**src/hdl/tgw_pkg.sv**
```systemverilog
// Shared types, constants and sizes for the text grid writer.
// Used by the sequencer and the top level; depends on nothing else.
package tgw_pkg;

    localparam int MAX_COLS    = 128;
    localparam int MAX_ROWS    = 64;
    localparam int TAB_WIDTH   = 4;
    localparam int MAX_RESULTS = 4;

    localparam int COL_W  = $clog2(MAX_COLS);
    localparam int ROW_W  = $clog2(MAX_ROWS);
    localparam int ADDR_W = ROW_W + COL_W;
    localparam int DEPTH  = MAX_COLS * MAX_ROWS;
    localparam int CELL_W = 16;

    localparam int TAB_EMITS = (TAB_WIDTH < MAX_RESULTS) ? TAB_WIDTH : MAX_RESULTS;
    localparam int TAB_IDX_W = (TAB_WIDTH > 1) ? $clog2(TAB_WIDTH) : 1;

    localparam int CFG_IDX_W  = 2;
    localparam int CFG_DATA_W = 8;

    localparam logic [7:0] CH_SPACE = 8'h20;
    localparam logic [7:0] CH_TAB   = 8'h09;
    localparam logic [7:0] CH_LF    = 8'h0a;
    localparam logic [7:0] CH_CR    = 8'h0d;

    localparam logic [3:0] COLOR_WHITE = 4'd1;
    localparam logic [3:0] COLOR_BLACK = 4'd0;

    // cell layout: back [15:12], fore [11:8], char [7:0]
    localparam logic [CELL_W-1:0] BLANK_CELL = {COLOR_BLACK, COLOR_WHITE, CH_SPACE};

    localparam logic KIND_CELL   = 1'b0;
    localparam logic KIND_CURSOR = 1'b1;

    typedef enum logic [CFG_IDX_W-1:0] {
        CFG_COLS = 2'd0,
        CFG_ROWS = 2'd1,
        CFG_FORE = 2'd2,
        CFG_BACK = 2'd3
    } cfg_idx_t;

    typedef struct packed {
        logic [COL_W:0] eff_cols;
        logic [ROW_W:0] eff_rows;
        logic [4:0]     fore;
        logic [4:0]     back;
    } cfg_t;

    typedef struct packed {
        logic       kind;
        logic [6:0] col;
        logic [5:0] row;
        logic [7:0] ch;
        logic [3:0] fore;
        logic [3:0] back;
        logic       scrolled;
        logic       last;
    } res_t;

    typedef struct packed {
        logic              we;
        logic [ADDR_W-1:0] waddr;
        logic [CELL_W-1:0] wdata;
        logic              re;
        logic [ADDR_W-1:0] raddr;
    } mem_req_t;

endpackage

```
**src/hdl/tgw_seq.sv**
```systemverilog
// Sequencer of the text grid writer: cursor, clear pass, scroll walk and cell update.
// Depends on tgw_pkg; drives the cell store through a mem_req_t.
module tgw_seq import tgw_pkg::*; (
    input  logic              clk,
    input  logic              rst_n,
    input  logic              in_valid,
    output logic              in_ready,
    input  logic [7:0]        in_byte,
    input  logic              in_eot,
    input  cfg_t              cfg,
    input  logic              res_free,
    output logic              res_load,
    output res_t              res,
    output mem_req_t          mem,
    input  logic [CELL_W-1:0] mem_rdata
);

    typedef enum logic [9:0] {
        S_CLEAR     = 10'b0000000001,
        S_IDLE      = 10'b0000000010,
        S_FIX       = 10'b0000000100,
        S_SCR_RD    = 10'b0000001000,
        S_SCR_WR    = 10'b0000010000,
        S_DISPATCH  = 10'b0000100000,
        S_PUT_START = 10'b0001000000,
        S_PUT_RD    = 10'b0010000000,
        S_PUT_WR    = 10'b0100000000,
        S_NL_EMIT   = 10'b1000000000
    } state_t;

    state_t state_reg, state_next;
    state_t ret_reg, ret_next;

    logic [COL_W:0]     cursor_col_reg, cursor_col_next;
    logic [ROW_W:0]     cursor_row_reg, cursor_row_next;
    logic               cr_pending_reg, cr_pending_next;
    logic               scrolled_reg, scrolled_next;
    logic [COL_W-1:0]   scan_col_reg, scan_col_next;
    logic [ROW_W-1:0]   scan_row_reg, scan_row_next;
    logic [TAB_IDX_W-1:0] tab_idx_reg, tab_idx_next;
    logic [7:0]         byte_reg, byte_next;
    logic               eot_reg, eot_next;

    logic              is_lf, is_cr, is_tab;
    logic              scan_last_col, scan_last_row;
    logic              emit_ok, emit_last;
    logic [7:0]        put_ch;
    logic [CELL_W-1:0] new_cell;
    logic [ADDR_W-1:0] cursor_addr, scan_addr;

    assign is_lf  = (byte_reg == CH_LF);
    assign is_cr  = (byte_reg == CH_CR);
    assign is_tab = (byte_reg == CH_TAB);
    assign put_ch = is_tab ? CH_SPACE : byte_reg;

    // shared step unit of the walk
    assign scan_last_col = (({1'b0, scan_col_reg} + (COL_W+1)'(1)) == cfg.eff_cols);
    assign scan_last_row = (({1'b0, scan_row_reg} + (ROW_W+1)'(1)) == cfg.eff_rows);
    assign scan_addr     = {scan_row_reg, scan_col_reg};
    assign cursor_addr   = {cursor_row_reg[ROW_W-1:0], cursor_col_reg[COL_W-1:0]};

    assign emit_ok   = !is_tab || ({1'b0, tab_idx_reg} < (TAB_IDX_W+1)'(TAB_EMITS));
    assign emit_last = !is_tab || (tab_idx_reg == TAB_IDX_W'(TAB_EMITS - 1));

    always_comb
    begin
        new_cell = {mem_rdata[CELL_W-1:8], put_ch};
        if (!cfg.fore[4])
        begin
            new_cell[11:8] = cfg.fore[3:0];
        end
        if (!cfg.back[4])
        begin
            new_cell[15:12] = cfg.back[3:0];
        end
    end

    assign in_ready = (state_reg == S_IDLE);

    always_comb
    begin
        res.kind     = (state_reg == S_NL_EMIT) ? KIND_CURSOR : KIND_CELL;
        res.col      = 7'(cursor_col_reg);
        res.row      = 6'(cursor_row_reg);
        res.ch       = (state_reg == S_NL_EMIT) ? 8'd0 : new_cell[7:0];
        res.fore     = (state_reg == S_NL_EMIT) ? 4'd0 : new_cell[11:8];
        res.back     = (state_reg == S_NL_EMIT) ? 4'd0 : new_cell[15:12];
        res.scrolled = scrolled_reg;
        res.last     = (state_reg == S_NL_EMIT) ? 1'b1 : emit_last;
    end

    always_comb
    begin
        state_next      = state_reg;
        ret_next        = ret_reg;
        cursor_col_next = cursor_col_reg;
        cursor_row_next = cursor_row_reg;
        cr_pending_next = cr_pending_reg;
        scrolled_next   = scrolled_reg;
        scan_col_next   = scan_col_reg;
        scan_row_next   = scan_row_reg;
        tab_idx_next    = tab_idx_reg;
        byte_next       = byte_reg;
        eot_next        = eot_reg;
        res_load        = 1'b0;
        mem             = '0;

        case (state_reg)
            S_CLEAR:
            begin
                mem.we    = 1'b1;
                mem.waddr = scan_addr;
                mem.wdata = BLANK_CELL;
                {scan_row_next, scan_col_next} = scan_addr + ADDR_W'(1);
                if (scan_addr == {ADDR_W{1'b1}})
                begin
                    state_next = S_IDLE;
                end
            end
            S_IDLE:
            begin
                if (in_valid)
                begin
                    byte_next     = in_byte;
                    eot_next      = in_eot;
                    scrolled_next = 1'b0;
                    tab_idx_next  = '0;
                    ret_next      = S_DISPATCH;
                    state_next    = S_FIX;
                end
            end
            S_FIX:
            begin
                // cursor below the grid: scroll once, then check again
                if (cursor_row_reg >= cfg.eff_rows)
                begin
                    scan_col_next = '0;
                    scan_row_next = '0;
                    scrolled_next = 1'b1;
                    state_next    = S_SCR_RD;
                end
                else
                begin
                    state_next = ret_reg;
                end
            end
            S_SCR_RD:
            begin
                if (!scan_last_row)
                begin
                    mem.re    = 1'b1;
                    mem.raddr = {scan_row_reg + ROW_W'(1), scan_col_reg};
                end
                state_next = S_SCR_WR;
            end
            S_SCR_WR:
            begin
                mem.we    = 1'b1;
                mem.waddr = scan_addr;
                mem.wdata = scan_last_row ? BLANK_CELL : mem_rdata;
                state_next = S_SCR_RD;
                if (scan_last_col)
                begin
                    scan_col_next = '0;
                    if (scan_last_row)
                    begin
                        cursor_row_next = cursor_row_reg - (ROW_W+1)'(1);
                        state_next      = S_FIX;
                    end
                    else
                    begin
                        scan_row_next = scan_row_reg + ROW_W'(1);
                    end
                end
                else
                begin
                    scan_col_next = scan_col_reg + COL_W'(1);
                end
            end
            S_DISPATCH:
            begin
                if (is_lf && cr_pending_reg)
                begin
                    // drop LF that follows CR
                    cr_pending_next = 1'b0;
                    state_next      = S_IDLE;
                end
                else
                begin
                    cr_pending_next = is_cr && !eot_reg;
                    if (is_lf || is_cr)
                    begin
                        cursor_col_next = '0;
                        cursor_row_next = cursor_row_reg + (ROW_W+1)'(1);
                        ret_next        = S_NL_EMIT;
                        state_next      = S_FIX;
                    end
                    else
                    begin
                        state_next = S_PUT_START;
                    end
                end
            end
            S_PUT_START:
            begin
                // deferred wrap
                if (cursor_col_reg >= cfg.eff_cols)
                begin
                    cursor_col_next = '0;
                    cursor_row_next = cursor_row_reg + (ROW_W+1)'(1);
                    ret_next        = S_PUT_RD;
                    state_next      = S_FIX;
                end
                else
                begin
                    state_next = S_PUT_RD;
                end
            end
            S_PUT_RD:
            begin
                mem.re     = 1'b1;
                mem.raddr  = cursor_addr;
                state_next = S_PUT_WR;
            end
            S_PUT_WR:
            begin
                if (!emit_ok || res_free)
                begin
                    mem.we    = 1'b1;
                    mem.waddr = cursor_addr;
                    mem.wdata = new_cell;
                    if (emit_ok)
                    begin
                        res_load      = 1'b1;
                        scrolled_next = 1'b0;
                    end
                    cursor_col_next = cursor_col_reg + (COL_W+1)'(1);
                    if (is_tab && (tab_idx_reg != TAB_IDX_W'(TAB_WIDTH - 1)))
                    begin
                        tab_idx_next = tab_idx_reg + TAB_IDX_W'(1);
                        state_next   = S_PUT_START;
                    end
                    else
                    begin
                        state_next = S_IDLE;
                    end
                end
            end
            S_NL_EMIT:
            begin
                if (res_free)
                begin
                    res_load      = 1'b1;
                    scrolled_next = 1'b0;
                    state_next    = S_IDLE;
                end
            end
            default:
            begin
                state_next = S_IDLE;
            end
        endcase
    end

    always_ff @(posedge clk or negedge rst_n)
    begin
        if (!rst_n)
        begin
            state_reg      <= S_CLEAR;
            ret_reg        <= S_DISPATCH;
            cursor_col_reg <= '0;
            cursor_row_reg <= '0;
            cr_pending_reg <= 1'b0;
            scrolled_reg   <= 1'b0;
            scan_col_reg   <= '0;
            scan_row_reg   <= '0;
            tab_idx_reg    <= '0;
        end
        else
        begin
            state_reg      <= state_next;
            ret_reg        <= ret_next;
            cursor_col_reg <= cursor_col_next;
            cursor_row_reg <= cursor_row_next;
            cr_pending_reg <= cr_pending_next;
            scrolled_reg   <= scrolled_next;
            scan_col_reg   <= scan_col_next;
            scan_row_reg   <= scan_row_next;
            tab_idx_reg    <= tab_idx_next;
        end
    end

    always_ff @(posedge clk)
    begin
        byte_reg <= byte_next;
        eot_reg  <= eot_next;
    end

endmodule

```
**config.mk**
```make
export PLATFORM = sky130hd
export DESIGN_NAME = tgw_seq
export DESIGN_NICKNAME = d
export VERILOG_FILES = /design/src/hdl/tgw_pkg.sv /design/src/hdl/tgw_seq.sv
export SDC_FILE = /design/constraint.sdc
export NUM_CORES = 1
export LEC_CHECK = 0
export ABC_AREA = 0
export BUFFER_PORTS_ARGS = -buffer_cell sky130_fd_sc_hd__buf_4
export CORE_ASPECT_RATIO = 1.4
export CORE_MARGIN = 1.5
export CORE_UTILIZATION = 35
export DETAILED_ROUTE_END_ITERATION = 12
export PLACE_DENSITY = 0.61
export SYNTH_ARGS = -nofsm -noshare
export SYNTH_HDL_FRONTEND = slang
export SYNTH_SLANG_ARGS = --single-unit
```
**constraint.sdc**
```tcl
create_clock -name clk -period 2.9 [get_ports clk]
set_clock_uncertainty 0.15 [all_clocks]
set_input_delay 0.435 -clock clk [delete_from_list [all_inputs] [get_ports clk]]
set_output_delay 0.435 -clock clk [all_outputs]
set_load 0.01 [all_outputs]
```
; Word-level counts from Yosys, hierarchy flattened
; Cells that the tools add are included.
[op_classes]
eq_ne = 31
add_sub_neg = 9
div = 0
n_bitwise = 0
shift = 0
multipliers = 0
n_reduce_logical = 23
order_cmp = 2
muxes = 59
[op_table]
columns = cell, n
row1 = 10-bit case mux with 10 select lines, 1
row2 = 10-bit two-way mux, 9
row3 = 30-bit case mux with 3 select lines, 1
row4 = 7-bit two-way mux, 10
row5 = 8-bit two-way mux, 7
row6 = 7-bit case mux with 3 select lines, 2
row7 = 30-bit two-way mux, 1
row8 = 10-bit case mux with 3 select lines, 1
row9 = 14-bit case mux with 2 select lines, 1
row10 = "2-bit inequality test, second input constant", 13
row11 = "8-bit by 4-bit equality test with 1-bit output, second input constant", 3
row12 = 4-bit two-way mux, 6
row13 = 8-bit case mux with 3 select lines, 1
row14 = 6-bit two-way mux, 3
row15 = 6-bit case mux with 3 select lines, 1
row16 = 16-bit two-way mux, 1
row17 = 4-bit AND reduction, 4
row18 = 3-bit nonzero test, 5
row19 = "7-bit by 1-bit adder with 7-bit output, second input constant", 2
row20 = 14-bit two-way mux, 1
row21 = "13-bit by 1-bit adder with 13-bit output, second input constant", 1
row22 = "13-bit equality test, second input constant", 1
row23 = "10-bit by 1-bit equality test with 1-bit output, second input constant", 1
row24 = "10-bit equality test, second input constant", 1
row25 = 32 further kinds, 47
[word_totals]
ff_bits = 61
mem_bits_rw = 0
mem_count = 0
output_inout_bits = 78
mem_bits_ro = 0
latchBits = 0
word_cells = 135

; Longest topological paths before layout
[logic_depth]
ltp_word = 5
ltp_mapped = 13
ltp_nobuf = 12

; Worst setup path before layout
; Ideal clock, no wire load.
[synth_path]
path_type = reg-to-reg
start = reg state_reg[6]
end = reg cursor_row_reg[6]
synth_period_minus_slack_ns = 2.998
arrival_time_ns = 2.768
setup_slack_ns = -0.098
n_path_buf = 0
stages_incl_launch_ff = 13
t_required_ns = 2.671
cell_sequence = dfrtp_1 nor4_1 nand4_1 nand2_1 inv_1 fa_1 a21oi_1 o21ai_0 o21a_1 nor3_1 nand4_1 a21boi_0 xor2_1
[synth_between]
elab_chain_cells = 3
elab_cells_between_ends = 11
classes_between = eq/ne: 8 / mux: 1 / reduce/logical: 2
[synth_lines]
columns = item, line_no
row1 = from (decl), tgw_seq.sv:31  ; state_t state_reg, state_next;
row2 = from (signal assigned), tgw_seq.sv:281  ; state_reg <= state_next;
row3 = 10-bit by 5-bit equality test with 1-bit output (tied with other cells), tgw_seq.sv:108  ; case (state_reg)
row4 = 2-bit inequality test (no line) / 3-bit nonzero test (equally long branches), n/a
row5 = 6-bit AND reduction (no line), n/a
row6 = to (signal assigned), tgw_seq.sv:284  ; cursor_row_reg <= cursor_row_next;
row7 = to (decl), tgw_seq.sv:35  ; logic [ROW_W:0] cursor_row_reg, cursor_row_next;
; Several ways; a longest one is shown, not always the timed one.
; A chain may end at the register's enable or synchronous reset.

==> metrics.md <==
| Metric | Value |
|---|---|
| Status | finished, violations left |
| Violated checks | negative setup slack |
| Die area | 0.0138 sq mm |
| Final GP Congestion | 0.876 |
| Relative contribution of sequential cells to total power | 0.282 |
| Register bit count reported by yosys | 54 |
| Data required time at the worst endpoint | between 2000 and 2500 ps |
| Startpoint of the lowest-slack register-to-register path | state_reg[9]$_DFFE_PN0P_ |
| Startpoint-to-endpoint class of the critical path | register to primary output |
| Mean Syn Cell Area | approximately 8.6 sq um |
| Initial antenna violation count | 0 |
| Clock period minus worst slack | roughly 3000 ps |
| Static Leak | 3.16 nW |
| Number of antenna-violating nets in the routed design | 0 |
| Clock slew seen by the registers of the worst setup and hold paths | around 70 ps |
| Root buf cell | clkbuf_16 |
| Startpoint class of the critical path | register |
| Cts bufs inserted | 5 |
| First-pass iteration count of the detailed router | 4 |
| Setup repair after global routing missed its margin | yes |
| Placed wire-length estimate after detailed placement | roughly 12000 um |
| Via count | 4788 |
| Total Routed Length | around 15000 um |
| Yosys cell types | 66 |
| Final net count | 783 |
| Element type at the critical path end | primary output |
| Min-delay worst type | input port to asynchronous set/reset pin |
| Worst ir drop on vdd | 0.000319 V |
| Final critical-path setup slack | -141 ps |
| Overflow left after global routing | 0 |
| Maximum net fanout on the critical path | 4 |
| Number of cells produced by synthesis | roughly 530 |
| Maximum number of pins on one net before global-route repair | between 40 and 50 |
| Average vias per placed instance | 5.58 |
| Max-Slew Margin vs Limit | 0.585 |
| Asr flop ratio synth | 0.833 |
| Worst path arrival time | roughly 2500 ps |
| Clock Power Share | 0.196 |
| Synth Cell Area | 0.00457 sq mm |
| Fin. Hold Viols | 0 |
| Number of I/O port buffers | about 130 |
| Dpl cell area | around 0.0059 sq mm |
| Std cell rows | between 40 and 50 |
| Non-Filler Cell Area, Final | between 0.006 and 0.007 sq mm |
| CTS tree | built |
| Worst slew pin tran | just over 600 ps |
| Syn_nets | approximately 600 |
| Num Clock Sinks | 54 |
| Number of buffers inserted by hold repair at cts | 0 |
| Clock buffer depth | 2 |
| Setup slack after placement | -46.7 ps |
| Core outline area | roughly 0.013 sq mm |
| Die span in y | 138 um |
| Number of enable flip-flop cells after synthesis | 9 |
| Wire per inst | around 18 um |
| Minimum hold slack | 0.379 ps |
| Maximum clock frequency | 0.329 GHz |
| Synthesis-to-finish area growth | 44.2% |
| Power per cell area | about 550 mW/mm^2 |
| Seq/Total Area, Yosys | 0.306 |
| Largest register FFs | 10 |
| GRT Resource Usage Total | 0.218 |
| Max-slew violation count | 0 |
| Antenna Cells | 0 |
| Level count of the clock H-tree | 2 |
| Startpoint of the most critical setup path | scan_row_reg[1]$_DFFE_PN0P_ |
| Relative contribution of combinational cells to total power | 0.522 |
| Number of warnings reported in the yosys synthesis log | 0 |
| Core utilization of the finished layout | 0.514 |
| Num ports | about 130 |
| Max-cap check violation count | 0 |
| Iteration-0 DRC count of the detailed router | roughly 230 |
| Top_reg_cell synth | dfrtp_1 |
| Setup-failing EPs final | between 40 and 50 |
| Via count of the first global-routing pass | ~4900 |
| Chip width | about 100 um |
| Layout cells sized above 1 | 0.400 |
| Max stage delay on crit path | ~430 ps |
| Switching portion of total power | 0.380 |
| Initial core utilization | 0.357 |
| Global-route wire length before repair | roughly 24000 um |
| Pint | approximately 0.0023 W |
| Ordered list of cells on the worst path | ha_4, and3_4, or4_4, o311ai_4, o211a_4, nor2_4, a21o_1, a22o_1, buf_6 |
| Critical-path top delay cell | or4_4 |
| Skew-Pair Late Insertion Delay | roughly 310 ps |
| Drc violations | 0 |
| Period Utilization, post-route | 1.05 |
| Switching power | ~0.0014 W |
final timing paths:
path	endpoint	slack, ps	cells past startpoint
max	mem[29]	-140	9
min	cursor_col_reg[1]$_DFFE_PN0P_	0.4	1
max reg2reg	cursor_row_reg[6]$_DFFE_PN0P_	20	13
min reg2reg	state_reg[7]$_DFFE_PN0P_	320	1
max in group asynchronous	scan_row_reg[3]$_DFFE_PN0P_	2150	1
min in group clk	byte_reg[0]$_DFFE_PP_	150	1
final cells by class:
class,instances,area (sq um)
clock buffers,5,125
well taps,153,191
clock inverters,3,47.5
flip-flops and latches,54,1400
multi-input cells,414,3070
repair buffers,205,1640
fillers,1160,6230
inverters,24,103
what timing repair did:
action | in CTS | in global routing
gates cloned | 1 | 0
resized for setup | 66 | 24
pin swaps | 19 | 23
buffers inserted | 8 | 8
setup endpoints to repair | 68 | 68
hold endpoints to repair | 0 | 0
metal layers:
metal  global-route usage  routed length [um]  up-vias
met3               0.0389                 853       41
met2                0.401                7990      199
li1                     -                   -     2267
met4               0.0860                 510        0
met1                0.245                5900     2281
met5                    0                   0        -
kinds of logic (layout without fill, tap and decap cells):
family / count (synthesis) / in the layout / synth area share
adders and majority gates: 25 / 25 / 0.0701
DFF: 54 / 54 / 0.306
muxes: 14 / 14 / 0.0362
buffers and inverters: 64 / 237 / 0.0767
xor gates and xnor gates: 28 / 28 / 0.0567
AOI/OAI and AO/OA: 153 / 153 / 0.229
and+or+nand+nor: 194 / 194 / 0.225
synthesized netlist by cell type (2+ instances only):
cell      count  share of area
nand2_1      54          0.044
nor2_1       44          0.036
dfrtp_1      43           0.24
a22o_1       34          0.065
o21ai_0      34          0.037
ha_1         24          0.066
inv_1        23          0.019
a21oi_1      19          0.021
xnor2_1      19          0.036
buf_4        16          0.026
nand3_1      16          0.018
o21ai_1      15          0.016
a31oi_1      12          0.016
and3_1       11          0.015
nor2b_1      11          0.015
buf_2        10          0.011
nand4_1      10          0.014
a21o_1        9          0.015
edfxtp_1      9          0.059
mux2i_1       9          0.020
o31ai_1       8          0.013
xor2_1        8          0.015
and2_1        7         0.0096
clkbuf_1      6         0.0049
nor3_1        6         0.0066
buf_6         5          0.012
mux2_4        5          0.016
nor4_1        5         0.0068
or2_2         4         0.0055
or4_1         4         0.0066
buf_1         3         0.0025
nand3b_1      3         0.0049
o211ai_1      3         0.0049
o21a_1        3         0.0049
a211oi_1      2         0.0033
dfstp_2       2          0.012
nand2b_1      2         0.0027
nor3_4        2         0.0071
nor3b_1       2         0.0033
o21bai_1      2         0.0033
o22ai_1       2         0.0027
or4_4         2         0.0049
metrics by stage:
stage | total power [W] | instances | setup TNS (ps)
detailed placement | 0.00267 | 833 | -270
floorplan | 0.00202 | 532 | 0
global placement | 0.00263 | 833 | 0
CTS | 0.00349 | 850 | -6110
global route | 0.00387 | 858 | -7370
finish | 0.00363 | 858 | -3010
worst max-delay path: cells and delay by family, from the launching register on:
family	cells	cell delay, ps
AO/OA/AOI/OAI	4	750
adder cells (fa/ha/maj)	1	190
buffers and inverters	1	130
flip-flops	1	410
AND/OR/NAND/NOR	3	680
power by group through the flow:
stage | Sequential (W) | Clock [W] | Combinational (W)
global route | 0.00104 | 0.000752 | 0.00208
global placement | 0.00103 | 0 | 0.00160
CTS | 0.00102 | 0.000727 | 0.00175
detailed placement | 0.00103 | 0 | 0.00164
finish | 0.00102 | 0.000713 | 0.00190
floorplan | 0.00103 | 0 | 0.000995
layout by cell type (no fill, tap or decap), types with 4 or more instances in the layout:
cell / instances
or4_4: 4
a31oi_1: 12
ha_1: 20
buf_6: 21
clkbuf_16: 5
o21ai_2: 5
a21oi_1: 18
nand3_1: 15
xor2_1: 8
o31ai_1: 8
edfxtp_1: 9
mux2i_1: 9
mux2_4: 5
and2_1: 7
and3_1: 9
nor2b_1: 10
buf_4: 182
xnor2_1: 17
inv_1: 21
dfrtp_1: 40
a22o_1: 34
a21o_1: 9
o21ai_1: 17
o21ai_0: 26
nor2_1: 40
nand2_2: 4
nor3_1: 4
nand2_1: 50
nand4_1: 10
(Power assumes the default switching activity.)
